==> src/rtl/core/motor_step_packet_framer_unit_macros.svh <==
// assertion macros shared by the framer
`ifndef MOTOR_STEP_PACKET_FRAMER_UNIT_MACROS_SVH
`define MOTOR_STEP_PACKET_FRAMER_UNIT_MACROS_SVH

// same-cycle implication, checked at every rising clock edge out of reset
`define MSP_ASSERT_SAME(lbl, pre, post, msg) \
   lbl: assert property (@(posedge clock) disable iff (reset) (pre) |-> (post)) \
      else $error(msg);

// next-cycle implication
`define MSP_ASSERT_NEXT(lbl, pre, post, msg) \
   lbl: assert property (@(posedge clock) disable iff (reset) (pre) |=> (post)) \
      else $error(msg);

`endif

==> src/rtl/core/msp_pkg.sv <==
package msp_pkg;

   // field widths
   localparam int OP_W     = 2;
   localparam int MOTOR_W  = 3;
   localparam int LEN_W    = 32;
   localparam int SPM_W    = 24;
   localparam int WORD_W   = 32;
   localparam int BYTE_W   = 8;
   localparam int CSR_IDX_W = 2;
   localparam int TARGET_W = 40;
   localparam int POS_W    = 48;
   localparam int CNT_W    = 5;

   localparam int NUM_MOTORS_DEF = 8;

   // operation codes
   localparam logic [OP_W-1:0] OP_START  = 2'd0;
   localparam logic [OP_W-1:0] OP_MOVE   = 2'd1;
   localparam logic [OP_W-1:0] OP_FINISH = 2'd2;

   // register indexes
   localparam logic [CSR_IDX_W-1:0] CSR_STEPS_PER_MM = 2'd0;
   localparam logic [CSR_IDX_W-1:0] CSR_ACCELERATION = 2'd1;
   localparam logic [CSR_IDX_W-1:0] CSR_VELOCITY     = 2'd2;

   // register reset values
   localparam logic [SPM_W-1:0]  SPM_RESET   = 24'd137971;
   localparam logic [WORD_W-1:0] ACCEL_RESET = 32'd200;
   localparam logic [WORD_W-1:0] VEL_RESET   = 32'd20000;

   // packet bytes
   localparam logic [BYTE_W-1:0] HDR_BYTE  = 8'd170;
   localparam logic [BYTE_W-1:0] EXIT_BYTE = 8'd180;
   localparam logic [BYTE_W-1:0] MOVE_LEN  = 8'd17;
   localparam logic [BYTE_W-1:0] MOVE_CMD  = 8'd11;
   localparam logic [BYTE_W-1:0] GO_LEN    = 8'd4;
   localparam logic [BYTE_W-1:0] GO_CMD    = 8'd12;
   localparam logic [BYTE_W-1:0] GO_CSUM   = HDR_BYTE ^ GO_LEN ^ GO_CMD;

   // final byte position of a move packet, alone and with the go packet
   localparam logic [CNT_W-1:0] MOVE_LAST = 5'd16;
   localparam logic [CNT_W-1:0] GO_LAST   = 5'd20;

   localparam logic [WORD_W-1:0] STEPS_MAX = 32'h7FFF_FFFF;
   localparam logic [WORD_W-1:0] STEPS_MIN = 32'h8000_0000;

   function automatic logic [BYTE_W-1:0] word_xor(input logic [WORD_W-1:0] w);
      return w[31:24] ^ w[23:16] ^ w[15:8] ^ w[7:0];
   endfunction

endpackage

==> src/rtl/core/msp_channels.sv <==
// input item channel
interface msp_req_if import msp_pkg::*; ();
   logic               valid;
   logic               ready;
   logic [OP_W-1:0]    operation;
   logic [MOTOR_W-1:0] motor_index;
   logic [LEN_W-1:0]   length_mm;

   modport source (output valid, operation, motor_index, length_mm, input ready);
   modport sink   (input valid, operation, motor_index, length_mm, output ready);
endinterface

// result item channel, one byte per item
interface msp_rsp_if import msp_pkg::*; ();
   logic              valid;
   logic              ready;
   logic [BYTE_W-1:0] out_byte;
   logic              last_byte;

   modport source (output valid, out_byte, last_byte, input ready);
   modport sink   (input valid, out_byte, last_byte, output ready);
endinterface

// register write channel
interface msp_csr_if import msp_pkg::*; ();
   logic                 valid;
   logic                 ready;
   logic [CSR_IDX_W-1:0] index;
   logic [WORD_W-1:0]    write_data;

   modport source (output valid, index, write_data, input ready);
   modport sink   (input valid, index, write_data, output ready);
endinterface

==> src/rtl/core/motor_step_packet_framer_unit.sv <==
// channel   role    payload
// req_if    sink    operation, motor_index, length_mm
// rsp_if    source  out_byte, last_byte
// csr_if    sink    index, write_data (always ready)
//
// an item is taken into stage 1, passes to stage 2 and is then loaded into the byte serializer,
//   which drives its first byte; the scaling multiplier sits between the first two stages
// a move item sends 17 bytes, 21 for the last motor, one per cycle while rsp_if.ready is high; a finish item
//   sends one; the output port sets the sustained rate at one byte per cycle
// start and ignored items never wait on the output in stage 2
// reset clears the per-motor valid bits at once; no clearing pass, no idle time
// rsp_if.ready low holds the serializer, then the two stages behind it fill
`include "motor_step_packet_framer_unit_macros.svh"

module motor_step_packet_framer_unit import msp_pkg::*; #(
   parameter int NUM_MOTORS = NUM_MOTORS_DEF
) (
   input  logic     clock,
   input  logic     reset,
   msp_req_if.sink  req_if,
   msp_rsp_if.source rsp_if,
   msp_csr_if.sink  csr_if
);

   localparam int AW = (NUM_MOTORS > 1) ? $clog2(NUM_MOTORS) : 1;
   localparam logic [4:0] MOTOR_LIMIT = 5'(NUM_MOTORS);
   localparam logic [4:0] MOTOR_LAST  = 5'(NUM_MOTORS - 1);

   typedef enum logic [2:0] {
      SER_IDLE = 3'b001,
      SER_MOVE = 3'b010,
      SER_EXIT = 3'b100
   } ser_state_type;

   // configuration registers
   logic [SPM_W-1:0]  spm_ff;
   logic [WORD_W-1:0] accel_ff;
   logic [WORD_W-1:0] vel_ff;

   // position memory, valid bits stand in for the zero reset
   logic [POS_W-1:0]      mem [NUM_MOTORS];
   logic [NUM_MOTORS-1:0] vbits_ff;
   logic [POS_W-1:0]      mem_rd_ff;
   logic                  rd_vld_ff;
   logic                  byp_hit_ff;
   logic [POS_W-1:0]      byp_data_ff;

   // stage 1: accepted item, memory read in flight
   logic               s1_valid_ff;
   logic [OP_W-1:0]    s1_op_ff;
   logic [MOTOR_W-1:0] s1_motor_ff;
   logic [LEN_W-1:0]   s1_len_ff;

   // stage 2: scaled target and current position
   logic                s2_valid_ff;
   logic [OP_W-1:0]     s2_op_ff;
   logic [MOTOR_W-1:0]  s2_motor_ff;
   logic [TARGET_W-1:0] s2_target_ff;
   logic [POS_W-1:0]    s2_pos_ff;

   // byte serializer, doubles as the output register
   ser_state_type      ser_state_ff, ser_state_in;
   logic [CNT_W-1:0]   ser_cnt_ff, ser_cnt_in;
   logic [MOTOR_W-1:0] ser_motor_ff;
   logic [WORD_W-1:0]  ser_steps_ff;
   logic [BYTE_W-1:0]  ser_cs_ff;
   logic               ser_go_ff;

   logic                req_take;
   logic [AW-1:0]       req_addr;
   logic                s1_adv, s2_adv;
   logic [POS_W-1:0]    s1_pos;
   logic [2*WORD_W-1-8:0] s1_prod;
   logic                s2_in_range, s2_writes, s2_silent;
   logic                rsp_take, ser_last, ser_free, ser_load;
   logic signed [POS_W:0] diff;
   logic [WORD_W:0]     whole;
   logic [WORD_W-1:0]   steps;
   logic [POS_W-1:0]    new_pos;
   logic                wr_en;
   logic [AW-1:0]       wr_addr;
   logic [POS_W-1:0]    wr_data;
   logic [BYTE_W-1:0]   move_cs;
   logic [BYTE_W-1:0]   byte_sel;

   // configuration writes, taken in every cycle
   assign csr_if.ready = 1'b1;

   always_ff @(posedge clock) begin
      if (reset) begin
         spm_ff   <= SPM_RESET;
         accel_ff <= ACCEL_RESET;
         vel_ff   <= VEL_RESET;
      end else if (csr_if.valid) begin
         unique case (csr_if.index)
            CSR_STEPS_PER_MM: spm_ff   <= csr_if.write_data[SPM_W-1:0];
            CSR_ACCELERATION: accel_ff <= csr_if.write_data;
            CSR_VELOCITY:     vel_ff   <= csr_if.write_data;
            default: ;
         endcase
      end
   end

   // handshake and stage advance
   assign req_take = req_if.valid && req_if.ready;
   assign req_addr = AW'({2'b00, req_if.motor_index});
   assign rsp_take = rsp_if.valid && rsp_if.ready;

   // serializer can take a new packet when empty or handing over its last byte
   assign ser_free = (ser_state_ff == SER_IDLE) || (rsp_take && ser_last);

   // start and ignored items leave no bytes, so they pass the serializer by
   assign s2_in_range = ({2'b00, s2_motor_ff} < MOTOR_LIMIT);
   assign s2_writes   = s2_in_range && ((s2_op_ff == OP_START) || (s2_op_ff == OP_MOVE));
   assign s2_silent   = !((s2_op_ff == OP_FINISH) || (s2_in_range && s2_op_ff == OP_MOVE));
   assign s2_adv      = s2_valid_ff && (s2_silent || ser_free);
   assign s1_adv      = s1_valid_ff && (!s2_valid_ff || s2_adv);
   assign req_if.ready = !s1_valid_ff || s1_adv;
   assign ser_load    = s2_adv && !s2_silent;

   // memory: one write port from commit, one read port at accept
   always_ff @(posedge clock) begin
      if (wr_en) begin
         mem[wr_addr] <= wr_data;
      end
      if (req_take) begin
         mem_rd_ff <= mem[req_addr];
      end
   end

   always_ff @(posedge clock) begin
      if (reset) begin
         vbits_ff <= '0;
      end else if (wr_en) begin
         vbits_ff[wr_addr] <= 1'b1;
      end
   end

   // read-during-write to the same motor takes the value being written
   always_ff @(posedge clock) begin
      if (req_take) begin
         rd_vld_ff   <= vbits_ff[req_addr];
         byp_hit_ff  <= wr_en && (s2_motor_ff == req_if.motor_index);
         byp_data_ff <= wr_data;
      end
   end

   // stage 1
   always_ff @(posedge clock) begin
      if (reset) begin
         s1_valid_ff <= 1'b0;
      end else if (req_if.ready) begin
         s1_valid_ff <= req_if.valid;
      end
   end

   always_ff @(posedge clock) begin
      if (req_take) begin
         s1_op_ff    <= req_if.operation;
         s1_motor_ff <= req_if.motor_index;
         s1_len_ff   <= req_if.length_mm;
      end
   end

   assign s1_pos  = byp_hit_ff ? byp_data_ff : (rd_vld_ff ? mem_rd_ff : '0);
   // length Q16.16 times factor Q8.16, 56-bit product
   assign s1_prod = (2*WORD_W-8)'(s1_len_ff) * (2*WORD_W-8)'(spm_ff);

   // stage 2; a commit to the same motor in the same cycle is forwarded
   always_ff @(posedge clock) begin
      if (reset) begin
         s2_valid_ff <= 1'b0;
      end else if (!s2_valid_ff || s2_adv) begin
         s2_valid_ff <= s1_adv;
      end
   end

   always_ff @(posedge clock) begin
      if (s1_adv) begin
         s2_op_ff     <= s1_op_ff;
         s2_motor_ff  <= s1_motor_ff;
         s2_target_ff <= s1_prod[2*WORD_W-9:16];
         s2_pos_ff    <= (wr_en && (s2_motor_ff == s1_motor_ff)) ? wr_data : s1_pos;
      end
   end

   // floored step difference: arithmetic shift drops the fraction toward minus
   assign diff  = $signed({9'b0, s2_target_ff}) - $signed({s2_pos_ff[POS_W-1], s2_pos_ff});
   assign whole = diff[POS_W:16];

   // clamp to a signed 32-bit count
   always_comb begin
      if (whole[WORD_W] != whole[WORD_W-1]) begin
         steps = whole[WORD_W] ? STEPS_MIN : STEPS_MAX;
      end else begin
         steps = whole[WORD_W-1:0];
      end
   end

   // position advances by the whole count, kept modulo 2^48
   assign new_pos = s2_pos_ff + {steps, 16'h0000};

   assign wr_en   = s2_adv && s2_writes;
   assign wr_addr = AW'({2'b00, s2_motor_ff});
   assign wr_data = (s2_op_ff == OP_START) ? {8'h00, s2_target_ff} : new_pos;

   assign move_cs = HDR_BYTE ^ MOVE_LEN ^ MOVE_CMD ^ {5'b00000, s2_motor_ff}
                  ^ word_xor(accel_ff) ^ word_xor(vel_ff) ^ word_xor(steps);

   // serializer control
   always_comb begin
      unique case (ser_state_ff)
         SER_EXIT: ser_last = 1'b1;
         SER_MOVE: ser_last = (ser_cnt_ff == (ser_go_ff ? GO_LAST : MOVE_LAST));
         default:  ser_last = 1'b0;
      endcase
   end

   always_comb begin
      ser_state_in = ser_state_ff;
      ser_cnt_in   = ser_cnt_ff;
      if (ser_load) begin
         ser_state_in = (s2_op_ff == OP_FINISH) ? SER_EXIT : SER_MOVE;
         ser_cnt_in   = '0;
      end else if (rsp_take) begin
         if (ser_last) begin
            ser_state_in = SER_IDLE;
         end else begin
            ser_cnt_in = ser_cnt_ff + 5'd1;
         end
      end
   end

   always_ff @(posedge clock) begin
      if (reset) begin
         ser_state_ff <= SER_IDLE;
         ser_cnt_ff   <= '0;
      end else begin
         ser_state_ff <= ser_state_in;
         ser_cnt_ff   <= ser_cnt_in;
      end
   end

   // packet fields captured at commit
   always_ff @(posedge clock) begin
      if (ser_load) begin
         ser_motor_ff <= s2_motor_ff;
         ser_steps_ff <= steps;
         ser_cs_ff    <= move_cs;
         ser_go_ff    <= ({2'b00, s2_motor_ff} == MOTOR_LAST);
      end
   end

   // byte select: header, length, command, motor, three big-endian words, checksum, go packet
   always_comb begin
      unique case (ser_cnt_ff)
         5'd0:  byte_sel = HDR_BYTE;
         5'd1:  byte_sel = MOVE_LEN;
         5'd2:  byte_sel = MOVE_CMD;
         5'd3:  byte_sel = {5'b00000, ser_motor_ff};
         5'd4:  byte_sel = accel_ff[31:24];
         5'd5:  byte_sel = accel_ff[23:16];
         5'd6:  byte_sel = accel_ff[15:8];
         5'd7:  byte_sel = accel_ff[7:0];
         5'd8:  byte_sel = vel_ff[31:24];
         5'd9:  byte_sel = vel_ff[23:16];
         5'd10: byte_sel = vel_ff[15:8];
         5'd11: byte_sel = vel_ff[7:0];
         5'd12: byte_sel = ser_steps_ff[31:24];
         5'd13: byte_sel = ser_steps_ff[23:16];
         5'd14: byte_sel = ser_steps_ff[15:8];
         5'd15: byte_sel = ser_steps_ff[7:0];
         5'd16: byte_sel = ser_cs_ff;
         5'd17: byte_sel = HDR_BYTE;
         5'd18: byte_sel = GO_LEN;
         5'd19: byte_sel = GO_CMD;
         5'd20: byte_sel = GO_CSUM;
         default: byte_sel = '0;
      endcase
   end

   assign rsp_if.valid     = (ser_state_ff != SER_IDLE);
   assign rsp_if.out_byte  = (ser_state_ff == SER_EXIT) ? EXIT_BYTE : byte_sel;
   assign rsp_if.last_byte = ser_last;

   // a held stage 1 means no commit, which the read bypass relies on
   `MSP_ASSERT_SAME(a_s1_hold_no_commit, s1_valid_ff && !s1_adv, s2_valid_ff && !s2_adv && !wr_en, "stage 1 held while a commit happened")
   // only motors that exist are ever written
   `MSP_ASSERT_SAME(a_write_in_range, wr_en, {2'b00, s2_motor_ff} < MOTOR_LIMIT, "position write for a missing motor")
   // move byte counter never runs past the packet end
   `MSP_ASSERT_SAME(a_cnt_bound, ser_state_ff == SER_MOVE, ser_cnt_ff <= (ser_go_ff ? GO_LAST : MOVE_LAST), "byte counter past packet end")
   // after the last byte with nothing loaded, the output goes empty
   `MSP_ASSERT_NEXT(a_drain_empty, rsp_take && ser_last && !ser_load, !rsp_if.valid, "output still valid after final byte")

endmodule
==> src/flat_wrapper.sv <==
// flat-port wrapper written by rule: the top's interface ports become plain ports
module motor_step_packet_framer_unit_flat import msp_pkg::*;
#(
   parameter int NUM_MOTORS = NUM_MOTORS_DEF
)
  (clock, reset, req_if_valid, req_if_operation, req_if_motor_index, req_if_length_mm, req_if_ready, rsp_if_valid, rsp_if_out_byte, rsp_if_last_byte, rsp_if_ready, csr_if_valid, csr_if_index, csr_if_write_data, csr_if_ready);
  msp_req_if req_if_i ();
  msp_rsp_if rsp_if_i ();
  msp_csr_if csr_if_i ();
  input  logic clock;
  input  logic reset;
  input wire logic [$bits(req_if_i.valid)-1:0] req_if_valid;
  input wire logic [$bits(req_if_i.operation)-1:0] req_if_operation;
  input wire logic [$bits(req_if_i.motor_index)-1:0] req_if_motor_index;
  input wire logic [$bits(req_if_i.length_mm)-1:0] req_if_length_mm;
  output wire logic [$bits(req_if_i.ready)-1:0] req_if_ready;
  output wire logic [$bits(rsp_if_i.valid)-1:0] rsp_if_valid;
  output wire logic [$bits(rsp_if_i.out_byte)-1:0] rsp_if_out_byte;
  output wire logic [$bits(rsp_if_i.last_byte)-1:0] rsp_if_last_byte;
  input wire logic [$bits(rsp_if_i.ready)-1:0] rsp_if_ready;
  input wire logic [$bits(csr_if_i.valid)-1:0] csr_if_valid;
  input wire logic [$bits(csr_if_i.index)-1:0] csr_if_index;
  input wire logic [$bits(csr_if_i.write_data)-1:0] csr_if_write_data;
  output wire logic [$bits(csr_if_i.ready)-1:0] csr_if_ready;
  assign req_if_i.valid = req_if_valid;
  assign req_if_i.operation = req_if_operation;
  assign req_if_i.motor_index = req_if_motor_index;
  assign req_if_i.length_mm = req_if_length_mm;
  assign req_if_ready = req_if_i.ready;
  assign rsp_if_valid = rsp_if_i.valid;
  assign rsp_if_out_byte = rsp_if_i.out_byte;
  assign rsp_if_last_byte = rsp_if_i.last_byte;
  assign rsp_if_i.ready = rsp_if_ready;
  assign csr_if_i.valid = csr_if_valid;
  assign csr_if_i.index = csr_if_index;
  assign csr_if_i.write_data = csr_if_write_data;
  assign csr_if_ready = csr_if_i.ready;
  motor_step_packet_framer_unit #(.NUM_MOTORS(NUM_MOTORS)) u_core (.clock(clock), .reset(reset), .req_if(req_if_i), .rsp_if(rsp_if_i), .csr_if(csr_if_i));
endmodule
==> config.mk <==
export PLATFORM = sky130hd
export DESIGN_NAME = motor_step_packet_framer_unit_flat
export DESIGN_NICKNAME = d
export VERILOG_FILES = /design/src/rtl/core/msp_pkg.sv /design/src/rtl/core/msp_channels.sv /design/src/rtl/core/motor_step_packet_framer_unit.sv /design/src/flat_wrapper.sv
export VERILOG_INCLUDE_DIRS = /design/src /design/src/rtl/core
export SDC_FILE = /design/constraint.sdc
export NUM_CORES = 2
export LEC_CHECK = 0
export BUFFER_PORTS_ARGS = -buffer_cell sky130_fd_sc_hd__buf_2
export CAP_MARGIN = 40
export CELL_PAD_IN_SITES_DETAIL_PLACEMENT = 2
export CELL_PAD_IN_SITES_GLOBAL_PLACEMENT = 2
export CORE_ASPECT_RATIO = 0.75
export CORE_MARGIN = 3
export CORE_UTILIZATION = 45
export CTS_CLUSTER_SIZE = 30
export DETAILED_ROUTE_END_ITERATION = 7
export GPL_TIMING_DRIVEN = 0
export PLACE_DENSITY = 0.79
export SETUP_SLACK_MARGIN = 0.1
export SYNTH_ARGS = -nofsm -noshare
export SYNTH_HDL_FRONTEND = slang
export SYNTH_SLANG_ARGS = --single-unit
export TNS_END_PERCENT = 10
==> constraint.sdc <==
create_clock -name clock -period 9.08 [get_ports clock]
set_input_delay 0.908 -clock clock [delete_from_list [all_inputs] [get_ports clock]]
set_output_delay 0.908 -clock clock [all_outputs]
set_load 0.02 [all_outputs]
==> impl_metrics.env <==
export IMPL_ctsHoldBuffers=0
export IMPL_grt_pass1_wl_um=345000
export IMPL_layout_common_cells="inv_1, nand2_1, fa_1"
export IMPL_synth_top_area_share_pct=34.2
export IMPL_holdPathEnd="u_core.s1_len_ff[21]"
export IMPL_hold_violations=0
export IMPL_worst_path_most_repeated_cell="fa_1"
export IMPL_fill_cells=12500
export IMPL_hold_class="input port to register"
export IMPL_dieArea_mm2=0.132
export IMPL_cts_path_max_buffers=3
export IMPL_yosysTopAreaCell="edfxtp_1"
export IMPL_crit_path_cell_trace="clkbuf_1 > and2_1 > fa_1 > fa_1 > inv_1 > fa_1 > fa_1 > inv_1 > fa_1 > fa_1 > inv_1 > fa_1 > inv_1 > ha_1 > nand4_1 > a211oi_1 > o211a_1 > o21ai_0 > a21oi_1 > nor2_1 > o21ai_0 > xor2_1"
export IMPL_clock_fmax_ghz=0.112
export IMPL_grt_max_degree=56
export IMPL_drt_initial_drc_count=5300
export IMPL_hold_start="req_if_length_mm[21]"
export IMPL_via_per_inst=6.10
export IMPL_drt_pass1_iterations=8
export IMPL_drv_cap=0
export IMPL_post_route_drc_count=0
export IMPL_synth_edf_count=656
export IMPL_rows=112
export IMPL_critPathBufInv=5
export IMPL_ant_nets=0
export IMPL_hpwlAfterDp_um=185000
export IMPL_root_buffer="clkbuf_16"
export IMPL_synthesis_area_mm2=0.0576
export IMPL_clkTransAtPathRegs_ns=0.09
export IMPL_wl_per_cell_um=33.2
export IMPL_critPathKind="register to register"
export IMPL_numPortBuffers=86
export IMPL_finalMaxSlewViolations=0
export IMPL_rr_startpoint="u_core.spm_ff[6]"
export IMPL_clk_latency_ns=0.71
export IMPL_critPathArrivalTime_ns=9.42
export IMPL_fin_setup_tns_ns=0
export IMPL_rsz0062_at_grt="yes"
export IMPL_ys_ff_latch=762
export IMPL_nets=6400
export IMPL_wl_um=237000
export IMPL_dieHeight_um=316
export IMPL_numCtsBuffers=81
export IMPL_path_delay_family="adder cells"
export IMPL_chipWidth_um=419
export IMPL_yosysWarningCount=0
export IMPL_rrSetupSlack_ns=0.15
export IMPL_startpoint="u_core.spm_ff[6]"
export IMPL_final_common_cell="inv_1"
export IMPL_drive_gt1_share_pct=11.0
export IMPL_antenna_found_initial=42
export IMPL_ios=88
export IMPL_setup_viol=0
export IMPL_rr_endpoint="u_core.s2_target_ff[25]"
export IMPL_syn_inst=5119
export IMPL_place_congestion=0.943
export IMPL_tightest_slew_ns=1.09
export IMPL_cts_max_level=3
export IMPL_period_needed_ns=8.93
export IMPL_holdPathStages=1
export IMPL_ys_types=85
export IMPL_period_share_pct=98.4
export IMPL_start_util_pct=45.8
export IMPL_vias=43600
export IMPL_fin_skew_ns=0.0391
export IMPL_multi_input_area_mm2=0.0320
export IMPL_max_slew_margin_pct=27.6
export IMPL_synthArstFlopShare_pct=0
export IMPL_r2r_cells=22
export IMPL_cts_tree="done"
export IMPL_syn_nets=6111
export IMPL_outcome="completed"
export IMPL_critPathSlowestCell="a211oi_1"
export IMPL_syn_area_per_cell_um2=11.2
export IMPL_holdWs_ns=0.361
export IMPL_critPathCaptureType="register"
export IMPL_synth_area_leaders="edfxtp_1, fa_1, ha_1"
export IMPL_first_global_vias=48000
export IMPL_worst_path_largest_cell_delay_ns=0.80
export IMPL_critical_path_required_ns=9.57
export IMPL_ys_flop_type="edfxtp_1"
export IMPL_cts_sinks=762
export IMPL_startpoint_type="register"
export IMPL_core_area_mm2=0.126
export IMPL_regArea_mm2=0.0218
export IMPL_area_delta_synth_final_pct=11.6
export IMPL_ys_seq_area_share_pct=37.9
export IMPL_cp_max_fo=10
export IMPL_overflow=0
export IMPL_grt_usage_pct=36.3
==> timing repair <==
action | CTS | global route
pin swaps | 0 | 3
setup buffers | 0 | 4
endpoints found under the setup margin | 140 | 83
resized for setup | 25 | 118
==> per-stage QoR <==
step           utilization, %  cell area, um2  cells  setup slack (ns)
4_1_cts                  50.9           64000   7112            0.0978
6_report                 51.1           64300   7146             0.149
2_1_floorplan               -           57600   5119              2.10
3_3_place_gp             47.8           60100   6858            -0.995
3_5_place_dp             48.8           61400   6970            -0.640
5_1_grt                  51.1           64200   7121            0.0596
==> synth_stat cells, types with 5 or more instances <==
library cell and n:
inv_1 789, nand2_1 731, fa_1 658, edfxtp_1 656
and2_1 387, ha_1 258, clkbuf_1 231, a21oi_1 177
nor2_1 158, xnor2_1 140, o21ai_0 134, dfxtp_1 106
mux4_2 98, a21o_1 58, a22oi_1 56, mux2_2 55
xor2_1 38, nand3_1 25, a221oi_1 21, nand3b_1 21
nand4_1 21, nand2b_1 20, o21a_1 20, nor3_1 19
a31oi_1 17, buf_1 16, nor2b_1 15, a211oi_1 14
and3_1 14, o21bai_1 12, o31ai_1 11, a22o_1 10
a221o_1 9, or3_1 9, a222oi_1 8, a21boi_0 7
buf_2 6, o2111ai_1 6, o21ai_1 5, xnor3_1 5
==> layout make-up <==
type	instances	share of cell area, %
Antenna cell	26	0.101
Inverter	791	4.62
Timing Repair Buffer	207	2.67
Clock buffer	110	3.55
Multi-Input combinational cell	3311	49.8
Sequential cell	762	34.0
Buffer	254	1.63
Clock inverter	32	0.479
Tap cell	1653	3.22
==> kinds of logic (layout without fill, tap and decap cells) <==
| logic type | count (synthesis) | after routing | share of synthesized area [%] |
|---|---|---|---|
| multiplexers | 156 | 156 | 4.96 |
| other | 1 | 27 | 0.00651 |
| AO/OA/AOI/OAI | 610 | 610 | 6.98 |
| XOR/XNOR | 185 | 185 | 2.99 |
| flip-flops | 762 | 762 | 37.9 |
| adder cells (fa/ha/maj) | 916 | 916 | 28.5 |
| AND/OR/NAND/NOR | 1443 | 1443 | 11.8 |
| buffers and inverters | 1046 | 1394 | 6.85 |
==> flip-flops by register name, indices dropped and copies added, names as in the netlist, 2 cells and up <==
| signal | flops |
|---|---|
| u_core.mem | 384 |
| u_core.byp_data_ff | 48 |
| u_core.mem_rd_ff | 48 |
| u_core.s2_pos_ff | 48 |
| u_core.s2_target_ff | 40 |
| u_core.accel_ff | 32 |
| u_core.s1_len_ff | 32 |
| u_core.ser_steps_ff | 32 |
| u_core.vel_ff | 32 |
| u_core.spm_ff | 24 |
| u_core.ser_cs_ff | 8 |
| u_core.vbits_ff | 8 |
| u_core.ser_cnt_ff | 5 |
| u_core.s1_motor_ff | 3 |
| u_core.s2_motor_ff | 3 |
| u_core.ser_motor_ff | 3 |
| u_core.ser_state_ff | 3 |
| u_core.s1_op_ff | 2 |
| u_core.s2_op_ff | 2 |
==> worst max-delay path by stage <==
stage	end	slack [ns]	cells after the start
global route	u_core.s2_target_ff[39]	0.06	24
global placement	u_core.mem[0][11]	-1.0	9
CTS	u_core.s2_target_ff[36]	0.1	24
detailed placement	u_core.mem[2][46]	-0.64	28
finish	u_core.s2_target_ff[25]	0.15	22
floorplan	u_core.s2_target_ff[38]	2.10	27
==> routing by layer <==
layer,GRT usage [%],wire length [um],vias to the layer above
met5,0,69,-
met4,14.6,10900,10
met3,8.07,23800,578
met2,55.4,106000,2380
met1,50.4,96800,23200
li1,-,-,17400
Power is left out: the tool's default activity adds up to more than one toggle a clock period on the data nets, which glitch-free logic cannot reach.
